<file path="src/cmbb_pkg.sv">
package cmbb_pkg;

  // Field widths
  localparam int ROW_W    = 10;
  localparam int BCOL_W   = 7;
  localparam int BYTE_W   = 8;
  localparam int DIM_W    = 11;
  localparam int STRIDE_W = 13;
  localparam int OFFS_W   = 22;
  localparam int START_W  = 12;
  localparam int MASK_W   = 8;
  localparam int PIX_W    = 8;
  localparam int LANES    = 8;

  // Packed stream widths, rounded up to whole bytes
  localparam int IN_RAW_W  = ROW_W + BCOL_W + BYTE_W;
  localparam int IN_DATA_W = ((IN_RAW_W + 7) / 8) * 8;
  localparam int OUT_RAW_W = OFFS_W + START_W + MASK_W + PIX_W;
  localparam int OUT_DATA_W = ((OUT_RAW_W + 7) / 8) * 8;

  // Configuration port
  localparam int CFG_IDX_W  = 3;
  localparam int CFG_DATA_W = STRIDE_W;

  // Register indexes
  localparam logic [CFG_IDX_W-1:0] REG_ORIGIN_X      = 3'd0;
  localparam logic [CFG_IDX_W-1:0] REG_ORIGIN_Y      = 3'd1;
  localparam logic [CFG_IDX_W-1:0] REG_BITMAP_WIDTH  = 3'd2;
  localparam logic [CFG_IDX_W-1:0] REG_BITMAP_HEIGHT = 3'd3;
  localparam logic [CFG_IDX_W-1:0] REG_CANVAS_WIDTH  = 3'd4;
  localparam logic [CFG_IDX_W-1:0] REG_CANVAS_HEIGHT = 3'd5;
  localparam logic [CFG_IDX_W-1:0] REG_CANVAS_STRIDE = 3'd6;
  localparam logic [CFG_IDX_W-1:0] REG_INK_VALUE     = 3'd7;

  // Largest bitmap or canvas dimension; larger settings clamp to it
  localparam int MAX_DIM = 1024;

  // Geometry handed to the lane mask unit
  typedef struct packed {
    logic [BCOL_W-1:0]         byte_column;
    logic [BYTE_W-1:0]         source_byte;
    logic signed [START_W-1:0] start_column;
    logic [DIM_W-1:0]          bitmap_width;
    logic [DIM_W-1:0]          canvas_width;
    logic                      row_ok;
  } lane_geom_t;

  // Clamp a dimension setting to MAX_DIM
  function automatic logic [DIM_W-1:0] sat_dim(input logic [DIM_W-1:0] v);
    logic [DIM_W-1:0] r;
    if (int'(v) > MAX_DIM) r = DIM_W'(MAX_DIM);
    else r = v;
    return r;
  endfunction

endpackage

</file>
<file path="src/cmbb_lane_mask.sv">
module cmbb_lane_mask (
  input  cmbb_pkg::lane_geom_t           geom,
  output logic [cmbb_pkg::MASK_W-1:0]    write_mask
);
  import cmbb_pkg::*;

  logic signed [START_W:0] start_ext;

  assign start_ext = {geom.start_column[START_W-1], geom.start_column};

  // Test each lane: row in range, bit set, inside bitmap columns, inside canvas columns
  always_comb begin
    logic [BCOL_W+2:0]        col;
    logic signed [START_W:0]  cx;
    for (int k = 0; k < LANES; k++) begin
      col = {geom.byte_column, 3'(k)};
      cx  = start_ext + $signed((START_W+1)'(k));
      write_mask[k] = geom.row_ok
                    && geom.source_byte[LANES-1-k]
                    && ({1'b0, col} < geom.bitmap_width)
                    && !cx[START_W]
                    && (cx < $signed({2'b00, geom.canvas_width}));
    end
  end

endmodule

</file>
<file path="src/clipped_mono_bitmap_blit_core.sv">
// Channel | Ports                        | Item
// in      | in_tvalid/in_tready/in_tdata | source row, byte column, source byte
// out     | out_tvalid/out_tready/out_tdata | row offset, start column, mask, ink
// cfg     | cfg_valid/cfg_ready/cfg_index/cfg_data | register write, always ready
//
// One item per cycle sustained while out_tready holds; an accepted item passes through
// the input register, then the result register.
// The critical path is the 11x13 row offset multiply between the two registers.
// rst_n is synchronous; it clears both stage valids and loads register defaults.
// A stalled output holds its item; the input register still fills behind it, and
// in_tready drops only when both stages are full and the output is stalled.
module clipped_mono_bitmap_blit_core (
  input  logic                                 clk,
  input  logic                                 rst_n,
  // [9:0] source_row, [16:10] byte_column, [24:17] source_byte
  input  logic                                 in_tvalid,
  output logic                                 in_tready,
  input  logic [cmbb_pkg::IN_DATA_W-1:0]       in_tdata,
  // [21:0] row_offset, [33:22] start_column, [41:34] write_mask, [49:42] pixel_value
  output logic                                 out_tvalid,
  input  logic                                 out_tready,
  output logic [cmbb_pkg::OUT_DATA_W-1:0]      out_tdata,
  input  logic                                 cfg_valid,
  output logic                                 cfg_ready,
  input  logic [cmbb_pkg::CFG_IDX_W-1:0]       cfg_index,
  input  logic [cmbb_pkg::CFG_DATA_W-1:0]      cfg_data
);
  import cmbb_pkg::*;

  // Configuration registers
  logic [DIM_W-1:0]    origin_x_r, origin_y_r, bitmap_width_r, bitmap_height_r;
  logic [DIM_W-1:0]    canvas_width_r, canvas_height_r;
  logic [STRIDE_W-1:0] canvas_stride_r;
  logic [PIX_W-1:0]    ink_value_r;

  assign cfg_ready = 1'b1;

  always_ff @(posedge clk) begin
    if (!rst_n) begin
      origin_x_r      <= '0;
      origin_y_r      <= '0;
      bitmap_width_r  <= '0;
      bitmap_height_r <= '0;
      canvas_width_r  <= DIM_W'(1);
      canvas_height_r <= DIM_W'(1);
      canvas_stride_r <= STRIDE_W'(1);
      ink_value_r     <= '0;
    end else if (cfg_valid && cfg_ready) begin
      case (cfg_index)
        REG_ORIGIN_X:      origin_x_r      <= cfg_data[DIM_W-1:0];
        REG_ORIGIN_Y:      origin_y_r      <= cfg_data[DIM_W-1:0];
        REG_BITMAP_WIDTH:  bitmap_width_r  <= cfg_data[DIM_W-1:0];
        REG_BITMAP_HEIGHT: bitmap_height_r <= cfg_data[DIM_W-1:0];
        REG_CANVAS_WIDTH:  canvas_width_r  <= cfg_data[DIM_W-1:0];
        REG_CANVAS_HEIGHT: canvas_height_r <= cfg_data[DIM_W-1:0];
        REG_CANVAS_STRIDE: canvas_stride_r <= cfg_data;
        REG_INK_VALUE:     ink_value_r     <= cfg_data[PIX_W-1:0];
        default: ;
      endcase
    end
  end

  // Pipeline handshake
  logic s1_valid_r, s1_valid_nxt;
  logic s2_valid_r, s2_valid_nxt;
  logic s1_adv;

  assign s1_adv    = !s2_valid_r || out_tready;
  assign in_tready = !s1_valid_r || s1_adv;

  always_comb begin
    s1_valid_nxt = s1_valid_r;
    if (in_tready) s1_valid_nxt = in_tvalid;
    s2_valid_nxt = s2_valid_r;
    if (s1_adv) s2_valid_nxt = s1_valid_r;
  end

  always_ff @(posedge clk) begin
    if (!rst_n) begin
      s1_valid_r <= 1'b0;
      s2_valid_r <= 1'b0;
    end else begin
      s1_valid_r <= s1_valid_nxt;
      s2_valid_r <= s2_valid_nxt;
    end
  end

  // Input register
  logic [ROW_W-1:0]  row_r;
  logic [BCOL_W-1:0] bcol_r;
  logic [BYTE_W-1:0] bits_r;

  always_ff @(posedge clk) begin
    if (in_tvalid && in_tready) begin
      row_r  <= in_tdata[ROW_W-1:0];
      bcol_r <= in_tdata[ROW_W+BCOL_W-1:ROW_W];
      bits_r <= in_tdata[ROW_W+BCOL_W+BYTE_W-1:ROW_W+BCOL_W];
    end
  end

  // Row placement and clipping
  logic [DIM_W-1:0]              bw, bh, cw, ch;
  logic signed [START_W-1:0]     cy;
  logic signed [START_W-1:0]     start_col;
  logic                          row_ok;
  logic [DIM_W+STRIDE_W-1:0]     product;
  logic [OFFS_W-1:0]             offset;
  lane_geom_t                    geom;
  logic [MASK_W-1:0]             mask;

  assign bw = sat_dim(bitmap_width_r);
  assign bh = sat_dim(bitmap_height_r);
  assign cw = sat_dim(canvas_width_r);
  assign ch = sat_dim(canvas_height_r);

  assign cy = $signed({origin_y_r[DIM_W-1], origin_y_r}) + $signed({2'b00, row_r});
  assign start_col = $signed({origin_x_r[DIM_W-1], origin_x_r})
                   + $signed({2'b00, bcol_r, 3'b000});

  assign row_ok = ({1'b0, row_r} < bh) && !cy[START_W-1]
                && (cy < $signed({1'b0, ch}));

  assign product = cy[DIM_W-1:0] * canvas_stride_r;
  assign offset  = row_ok ? product[OFFS_W-1:0] : '0;

  assign geom.byte_column  = bcol_r;
  assign geom.source_byte  = bits_r;
  assign geom.start_column = start_col;
  assign geom.bitmap_width = bw;
  assign geom.canvas_width = cw;
  assign geom.row_ok       = row_ok;

  cmbb_lane_mask u_lane_mask (
    .geom       (geom),
    .write_mask (mask)
  );

  // Result register
  logic [OFFS_W-1:0]  offset_r;
  logic [START_W-1:0] start_r;
  logic [MASK_W-1:0]  mask_r;
  logic [PIX_W-1:0]   pix_r;

  always_ff @(posedge clk) begin
    if (s1_adv && s1_valid_r) begin
      offset_r <= offset;
      start_r  <= start_col;
      mask_r   <= mask;
      pix_r    <= ink_value_r;
    end
  end

  assign out_tvalid = s2_valid_r;
  assign out_tdata  = {(OUT_DATA_W-OUT_RAW_W)'(0), pix_r, mask_r, start_r, offset_r};

endmodule

</file>
<file path="config.mk">
export PLATFORM = sky130hd
export DESIGN_NAME = clipped_mono_bitmap_blit_core
export DESIGN_NICKNAME = d
export VERILOG_FILES = /design/src/cmbb_pkg.sv /design/src/cmbb_lane_mask.sv /design/src/clipped_mono_bitmap_blit_core.sv
export SDC_FILE = /design/constraint.sdc
export NUM_CORES = 1
export LEC_CHECK = 0
export BUFFER_PORTS_ARGS = -buffer_cell sky130_fd_sc_hd__buf_2
export CORE_UTILIZATION = 56
export DETAILED_ROUTE_END_ITERATION = 10
export PLACE_DENSITY = 0.78
export SLEW_MARGIN = 20
export SYNTH_ARGS = -nofsm -noshare
export SYNTH_HDL_FRONTEND = slang
export SYNTH_HIERARCHICAL = 1
export SYNTH_SLANG_ARGS = --single-unit
</file>
<file path="constraint.sdc">
create_clock -name clk -period 7.45 [get_ports clk]
set_input_delay 0.3725 -clock clk [delete_from_list [all_inputs] [get_ports clk]]
set_output_delay 0.3725 -clock clk [all_outputs]
set_load 0.01 [all_outputs]
</file>
==> results.toml <==
[final_layout]
fin_nets = 2058
drive_above_1_share = 0.1048
n_fill_cell = 2173
stdcell_area_um2 = 16140
insertedDiodeCount = 0
finish.utilization = 0.6212
stdcell_count = 2072
area_growth_pct = 9.136

[worst_setup_path]
crit_start = "row_r[0]"
crit_path_frequent_cell = "fa_1"
crit_arrival_ns = 7.43
worst_path_max_delay_cell = "fa_1"
critPathMaxFanout = 10
worstPathRequired_ns = 7.64
end_kind = "register"
r2r_start = "row_r[0]"
start_kind = "register"
path_class = "register to register"
critical_path.max_stage_delay_ns = 0.55

[floorplanning]
die_area_um2 = 27070
ios = 112
fp.coreArea_um2 = 25980
die_h_um = 164.5
dieWidth_um = 164.5
fp-row-count = 59
initial_core_util = 0.5692

[clock_network]
root_buffer = "clkbuf_16"
cts_max_level = 4
clock_latency_ns = 0.44
cts_max_path_buffers = 2
cts_tree = "done"
cts.clk_slew.worst_paths_ns = 0.08
cts_made_buffers = 17
cts_num_sinks = 164

[synth]
synth_top_cell_area_share = 0.1540
synth_area_um2 = 14790
synth_area_leaders = "ha_1 15%, edfxtp_1 15%, fa_1 13%"
synthFlopType = "dfxtp_1"
synthTopCellsByCount = "304 x nand2_1, 182 x ha_1, 177 x inv_1"
seq_area_frac_synth = 0.2727
yosys.area.top_type = "ha_1"
yosys_warnings = 6
postSynthCellCount = 1664
synth_most_common_cell = "nand2_1"
synth_seq_cells = 164
synth-async-reset-ratio = 0
synth.distinct_cells = 66
syn_avg_cell_area_um2 = 8.888
synth_edf_count = 75

[sta]
period_minus_slack_ns = 7.244
timing.final.max_slew_violations = 0
worst_pin_slew_ns = 0.9795
final-setup-viol-count = 0
finalCritPeriodShare = 0.9723
max_slew_margin = 0.3423
clock-skew-final_ns = 0.01385
hold_violations = 0
max_freq_mhz = 138.0

[pwr]
internal_power_uw = 1657
p_comb_frac = 0.210
peakVddDrop_mv = 0.1322
sequentialPowerShare = 0.418
p_leak_uw = 0.006976
power_density_nw_per_um2 = 148.3
swShare = 0.3081
p_clk_frac = 0.372
p_switching_uw = 737.8

[detailed_routing]
wirelength_um = 36260
viasPerCell = 5.679
post_drt_wl_per_cell_um = 17.50
drtIter0Drc = 1016
ant_nets = 0
drt-pass1-iter-count = 6
drc = 0
num_vias = 11770

[global_routing]
grt_overflow = 0
grt_pass1_wl_um = 57550
grt_max_degree = 90
grt_use_total = 0.2745
antenna_found_initial = 0
first_global_vias = 11370

[flow_run]
max-cap-violations = 0

[placed_design]
place_area_um2 = 15490
io_buffers = 97
placed_cells = 2039
gp_congestion = 0.9354
dp_hpwl_um = 26160

[worst_hold_path]
min-delay-start = "in_tdata[9]"
min_path_type = "input pin to register"

[outcome]
status = "complete, no violations"
sequential cells by signal (all words and copies together), names as in the netlist:
signal / count
origin_x_r: 11
s1_valid_r: 1
bitmap_height_r: 11
bitmap_width_r: 11
canvas_stride_r: 13
canvas_width_r: 11
pix_r: 8
canvas_height_r: 11
row_r: 10
ink_value_r: 8
start_r: 12
out_tvalid: 1
bcol_r: 7
mask_r: 8
offset_r: 22
origin_y_r: 11
bits_r: 8
placed cells by master (no fill, tap or decap), drive strengths merged, types with 36 or more instances in the layout:
cell type  instances
inv              186
dfxtp             89
a21oi             62
edfxtp            75
and2              73
nand2            305
nor2              72
a21boi            85
nor2b             36
xnor2             54
fa                99
buf              123
ha               182
cells by family after synthesis:
| logic type | count (synthesis) | synth area share |
|---|---|---|
| simple gates | 589 | 0.1871 |
| fa+ha+maj | 281 | 0.2880 |
| compound gates | 268 | 0.1216 |
| buf+inv | 266 | 0.07394 |
| flops | 164 | 0.2727 |
| xor+xnor | 89 | 0.05270 |
| mux | 5 | 0.003468 |
| other cells | 2 | 0.0005078 |
final timing paths:
kind                  end  slack [ns]  cells after the start
max          offset_r[21]        0.21                     28
min              row_r[9]        0.10                      1
max reg2reg  offset_r[21]        0.21                     28
min reg2reg      pix_r[7]        0.43                      0
what timing repair did:
action / CTS / global route
endpoints found under the setup margin: 0 / 7
buffers inserted: 0 / 1
resized for setup: 0 / 12
hold buffers: 0 / 0
endpoints found under the hold margin: 0 / 0
through the flow:
stage	setup TNS [ns]	setup slack, ns	total power [µW]	hold slack (ns)
2_1_floorplan	0	0.4297	1366	0.4081
3_3_place_gp	0	0.1638	1490	0.4113
3_5_place_dp	0	0.1106	1508	0.4187
4_1_cts	0	0.05443	2394	0.1016
5_1_grt	-0.01509	-0.01509	2507	0.09721
6_report	0	0.2061	2394	0.1014
power by group through the flow:
stage	Combinational [µW]	Clock, µW	Sequential, µW
after CTS	496	899	1000
after global routing	563	941	1000
after detailed placement	489	0	1020
final	504	891	1000
after global placement	472	0	1020
after floorplan	349	0	1020
layer usage:
layer / vias up / global-route usage / part of all wire / wire length, µm
met4: 0 / 0.06881 / 0.018 / 660
li1: 5566 / - / - / -
met3: 71 / 0.06253 / 0.088 / 3203
met1: 5609 / 0.3702 / 0.44 / 15910
met2: 521 / 0.4451 / 0.45 / 16490
met5: - / 0 / 0 / 0
worst max-delay path, delay by kind of cell (launching register included):
| family | cells | cell delay [ns] |
|---|---|---|
| AND/OR/NAND/NOR | 5 | 0.68 |
| AO/OA/AOI/OAI | 7 | 1.32 |
| adder cells (fa/ha/maj) | 8 | 3.47 |
| buffers and inverters | 5 | 0.34 |
| flip-flops | 1 | 0.43 |
| multiplexers | 1 | 0.33 |
| XOR/XNOR | 2 | 0.42 |
cell type report:
class / instances / area, µm² / share of cell area
Clock buffer: 18 / 439.2 / 0.02721
Clock inverter: 14 / 138.9 / 0.008604
Inverter: 179 / 676.9 / 0.04193
Multi-Input combinational cell: 1239 / 9753 / 0.6042
Sequential cell: 164 / 4034 / 0.2499
Tap cell: 335 / 419.2 / 0.02597
Timing Repair Buffer: 123 / 680.7 / 0.04217
(Power assumes the default switching activity.)
